`src/hw/rtl/glut_div.sv`:
```
`timescale 1ns / 1ps
// ----------------------------------------------------------------------------
// Pipelined divider
// Restoring division of a 32-bit dividend by a 15-bit divisor, four quotient
// bits per stage over eight stages. A one-bit tag travels with each request.
// ----------------------------------------------------------------------------
module glut_div (
    input  logic        i_clk,
    input  logic        i_rst_n,
    input  logic        i_en,
    input  logic        i_valid,
    input  logic        i_tag,
    input  logic [31:0] i_num,
    input  logic [14:0] i_den,
    output logic        o_valid,
    output logic        o_tag,
    output logic [31:0] o_quo
);
    localparam int STAGES = 8;
    localparam int BITS = 4;

    logic        r_valid [STAGES];
    logic        r_tag   [STAGES];
    logic [14:0] r_rem   [STAGES];
    logic [31:0] r_num   [STAGES];
    logic [31:0] r_quo   [STAGES];

    for (genvar s = 0; s < STAGES; s++) begin : g_stage
        logic        in_valid;
        logic        in_tag;
        logic [14:0] in_rem;
        logic [31:0] in_num;
        logic [31:0] in_quo;
        logic [14:0] n_rem;
        logic [31:0] n_num;
        logic [31:0] n_quo;

        // Stage inputs come from the port or from the previous stage.
        if (s == 0) begin : g_first
            assign in_valid = i_valid;
            assign in_tag   = i_tag;
            assign in_rem   = '0;
            assign in_num   = i_num;
            assign in_quo   = '0;
        end else begin : g_next
            assign in_valid = r_valid[s-1];
            assign in_tag   = r_tag[s-1];
            assign in_rem   = r_rem[s-1];
            assign in_num   = r_num[s-1];
            assign in_quo   = r_quo[s-1];
        end

        // Four shift-and-subtract steps.
        always_comb begin
            logic [15:0] rem;
            rem   = '0;
            n_rem = in_rem;
            n_num = in_num;
            n_quo = in_quo;
            for (int k = 0; k < BITS; k++) begin
                rem   = {n_rem, n_num[31]};
                n_num = {n_num[30:0], 1'b0};
                if (rem >= {1'b0, i_den}) begin
                    rem   = rem - {1'b0, i_den};
                    n_quo = {n_quo[30:0], 1'b1};
                end else begin
                    n_quo = {n_quo[30:0], 1'b0};
                end
                n_rem = rem[14:0];
            end
        end

        always_ff @(posedge i_clk) begin
            if (!i_rst_n) begin
                r_valid[s] <= 1'b0;
            end else if (i_en) begin
                r_valid[s] <= in_valid;
            end
            if (i_en) begin
                r_tag[s] <= in_tag;
                r_rem[s] <= n_rem;
                r_num[s] <= n_num;
                r_quo[s] <= n_quo;
            end
        end
    end

    assign o_valid = r_valid[STAGES-1];
    assign o_tag   = r_tag[STAGES-1];
    assign o_quo   = r_quo[STAGES-1];

endmodule

```
`config.mk`:
```
export PLATFORM = sky130hd
export DESIGN_NAME = glut_div
export DESIGN_NICKNAME = d
export VERILOG_FILES = /design/src/hw/rtl/glut_div.sv
export SDC_FILE = /design/constraint.sdc
export NUM_CORES = 2
export LEC_CHECK = 0
export CORE_MARGIN = 2
export CORE_UTILIZATION = 36
export DETAILED_ROUTE_END_ITERATION = 8
export DONT_BUFFER_PORTS = 1
export PLACE_DENSITY = 0.59
export SYNTH_ARGS = -nofsm -noshare
export SYNTH_HDL_FRONTEND = slang
export SYNTH_SLANG_ARGS = --single-unit
```
`constraint.sdc`:
```
create_clock -name i_clk -period 10.88 [get_ports i_clk]
set_input_delay 0.544 -clock i_clk [delete_from_list [all_inputs] [get_ports i_clk]]
set_output_delay 0.544 -clock i_clk [all_outputs]
set_load 0.05 [all_outputs]
```
==> results by group <==
Clock tree
  • CTS Buf Count: 47
  • H-tree Lvls: 2
  • CTS sink cnt: 377
  • Clk slew on worst S/H paths: 0.06 ns
  • Worst-case clock buffer depth: 3
  • Clk_lat worst skew: 0.63 ns
  • CTS tree: yes
  • Clk root buf: clkbuf_16

Logic synthesis
  • EDFF count, synth: 376
  • Synth Cell Area: 0.0375 mm^2
  • #FFs+latches synth: 377
  • Syn_nets: 4579
  • Top_reg_cell synth: edfxtp_1
  • Synthesized instance count: 4030
  • Syn_area_per_cell: 9.30 um^2
  • Async set-or-reset flop fraction in the synthesized netlist: 0
  • Sequential area share after synthesis: 0.302
  • Distinct cells, synth: 95
  • Ys Warns: 0

Floorplanning
  • Num rows: 118
  • Core area: 0.103 mm^2
  • DIE HEIGHT: 327 um
  • IO Count: 86
  • DIE AREA: 0.107 mm^2
  • Initial Utilization: 0.363
  • Die X: 327 um

Cells and area
  • Reg area: 0.0113 mm^2
  • Ant. Diodes: 0
  • Commonest cells after routing, fill and taps aside: ha_1 (466), edfxtp_1 (376), a21oi_1 (313), o21ai_0 (283), nand2_1 (281)
  • Multi-input logic area: 0.0252 mm^2
  • Filler cell count: 10200
  • Area growth, synth to finish: 12.2%
  • Final core utilization: 0.407
  • Fraction of layout cells with a size suffix above 1: 0.109
  • Nets: 4719
  • Commonest non-fill, non-tap cell in the layout: ha_1

STA
  • Slew headroom: -0.419
  • Setup TNS: 0 ns
  • Maximum clock rate: 0.0979 GHz
  • Final setup vio count: 0
  • Tcrit/Tclk final: 0.938
  • Final slew viol count: 186
  • WHS: 0.0708 ns
  • Fin. Hold Viols: 0
  • Pin slew with the least headroom to its limit: 2.13 ns
  • Crit path time final: 10.21 ns
  • Final Skew: 0.0233 ns

GRT
  • Initial antenna violation count: 1
  • Vias in the first global route: 29800
  • All-Layer GR Usage: 0.196
  • Largest net degree at the start of global routing: 379
  • First-pass GRT wire length: 167 mm
  • Grt ovf: 0

Setup path
  • CP max FO: 24
  • Critical path class: flop to flop
  • Slowest cell delay on critical path: 0.47 ns
  • Critical-path top delay cell: or3b_1
  • R2R Setup Slk: 0.67 ns
  • Startpoint Class: flop
  • CP Data Required Time: 11.24 ns
  • Crit end category: flop
  • Critical path arrival: 10.57 ns

Drt
  • Detail Route Antenna Nets: 0
  • Routed wire length: 107 mm
  • Via count: 31400
  • WL/cell: 19.1 um
  • Drt first-iter violations: 2211
  • DRC: 0
  • Via density: 5.62
  • Drt first pass iters: 6

Outcome
  • Violated checks: slew limit
  • Status: finished with violations

Run
  • Max Cap Violations: 0

Place
  • # port buffers: 0
  • Final Wtd Congestion: 0.903
  • Post-DP HPWL: 80.8 mm

Min path
  • Tightest Hold Check Type: input port to flop
-- final cells by class --
cell class / instances / area share
Multi-Input combinational cell: 3364 / 0.600
Sequential cell: 377 / 0.269
Clock inverter: 32 / 0.00896
Inverter: 219 / 0.0198
Timing Repair Buffer: 161 / 0.0319
Tap cell: 1380 / 0.0411
Clock buffer: 55 / 0.0297
-- through the flow --
stage	cell area [um^2]	worst slack, ns	instances
detailed placement	39900	-0.0218	5465
global placement	39900	0.0457	5465
finish	42000	0.669	5588
CTS	41800	0.249	5581
global route	42000	-0.0319	5588
floorplan	37500	0.105	4030
-- cells in the mapped netlist (all sizes together) (33+ instances only) --
cell | n | area share
nand2 | 287 | 0.029
inv | 217 | 0.022
nand4 | 78 | 0.013
xnor2 | 191 | 0.045
o31ai | 39 | 0.0081
o221ai | 36 | 0.0087
nand2b | 61 | 0.010
clkbuf | 33 | 0.0033
mux2 | 140 | 0.043
and3 | 35 | 0.0058
xor2 | 102 | 0.024
nor3 | 94 | 0.013
a21oi | 322 | 0.043
o21a | 90 | 0.018
o21ai | 304 | 0.041
a21o | 112 | 0.022
edfxtp | 376 | 0.30
mux2i | 58 | 0.015
nor2 | 274 | 0.028
a211oi | 62 | 0.013
or3 | 39 | 0.0065
ha | 467 | 0.16
buf | 37 | 0.0052
nor2b | 62 | 0.010
nand3 | 69 | 0.0092
-- flip-flops by register name, indices dropped and copies added (netlist names) --
signal / cells
r_tag: 8
r_valid: 8
r_num: 112
r_quo: 144
r_rem: 105
-- logic make-up (layout without fill, tap and decap cells) --
kind of cell	count (synthesis)	after routing	synth area share
compound gates	1273	1273	0.224
xor+xnor	293	293	0.0685
fa+ha+maj	497	497	0.172
buf+inv	289	467	0.0306
flops	377	377	0.302
mux	198	198	0.0584
simple gates	1103	1103	0.145
-- critical path, delay by kind of cell, from the launching register on --
kind	cells	cell delay (ns)
mux	1	0.29
xor+xnor	1	0.09
buf+inv	8	1.22
simple gates	6	1.37
compound gates	25	4.95
flops	1	0.46
fa+ha+maj	5	1.61
-- metal layers --
metal  track usage  part of all wire  up-vias
met5             0                 0        -
met1         0.263              0.46    14800
met3        0.0285             0.049      192
met4        0.0697             0.038        0
met2         0.321              0.46      729
li1              -                 -    15700
-- timing repair --
action,in CTS,in global routing
resized for setup,0,34
endpoints found under the setup margin,0,78
endpoints found under the hold margin,29,1
buffers inserted,0,6
hold buffers,29,1
-- path summary, 6_finish.rpt --
kind	to	depth (start not counted)	startpoint
max	r_rem[5][5]	46	r_num[4][27]
min	r_valid[1][0]	1	i_rst_n
max reg2reg	r_rem[5][5]	46	r_num[4][27]
min reg2reg	r_num[1][13]	0	r_num[0][9]
Power is left out: the tool's default activity adds up to more than one toggle a clock period on the data nets, which glitch-free logic cannot reach.
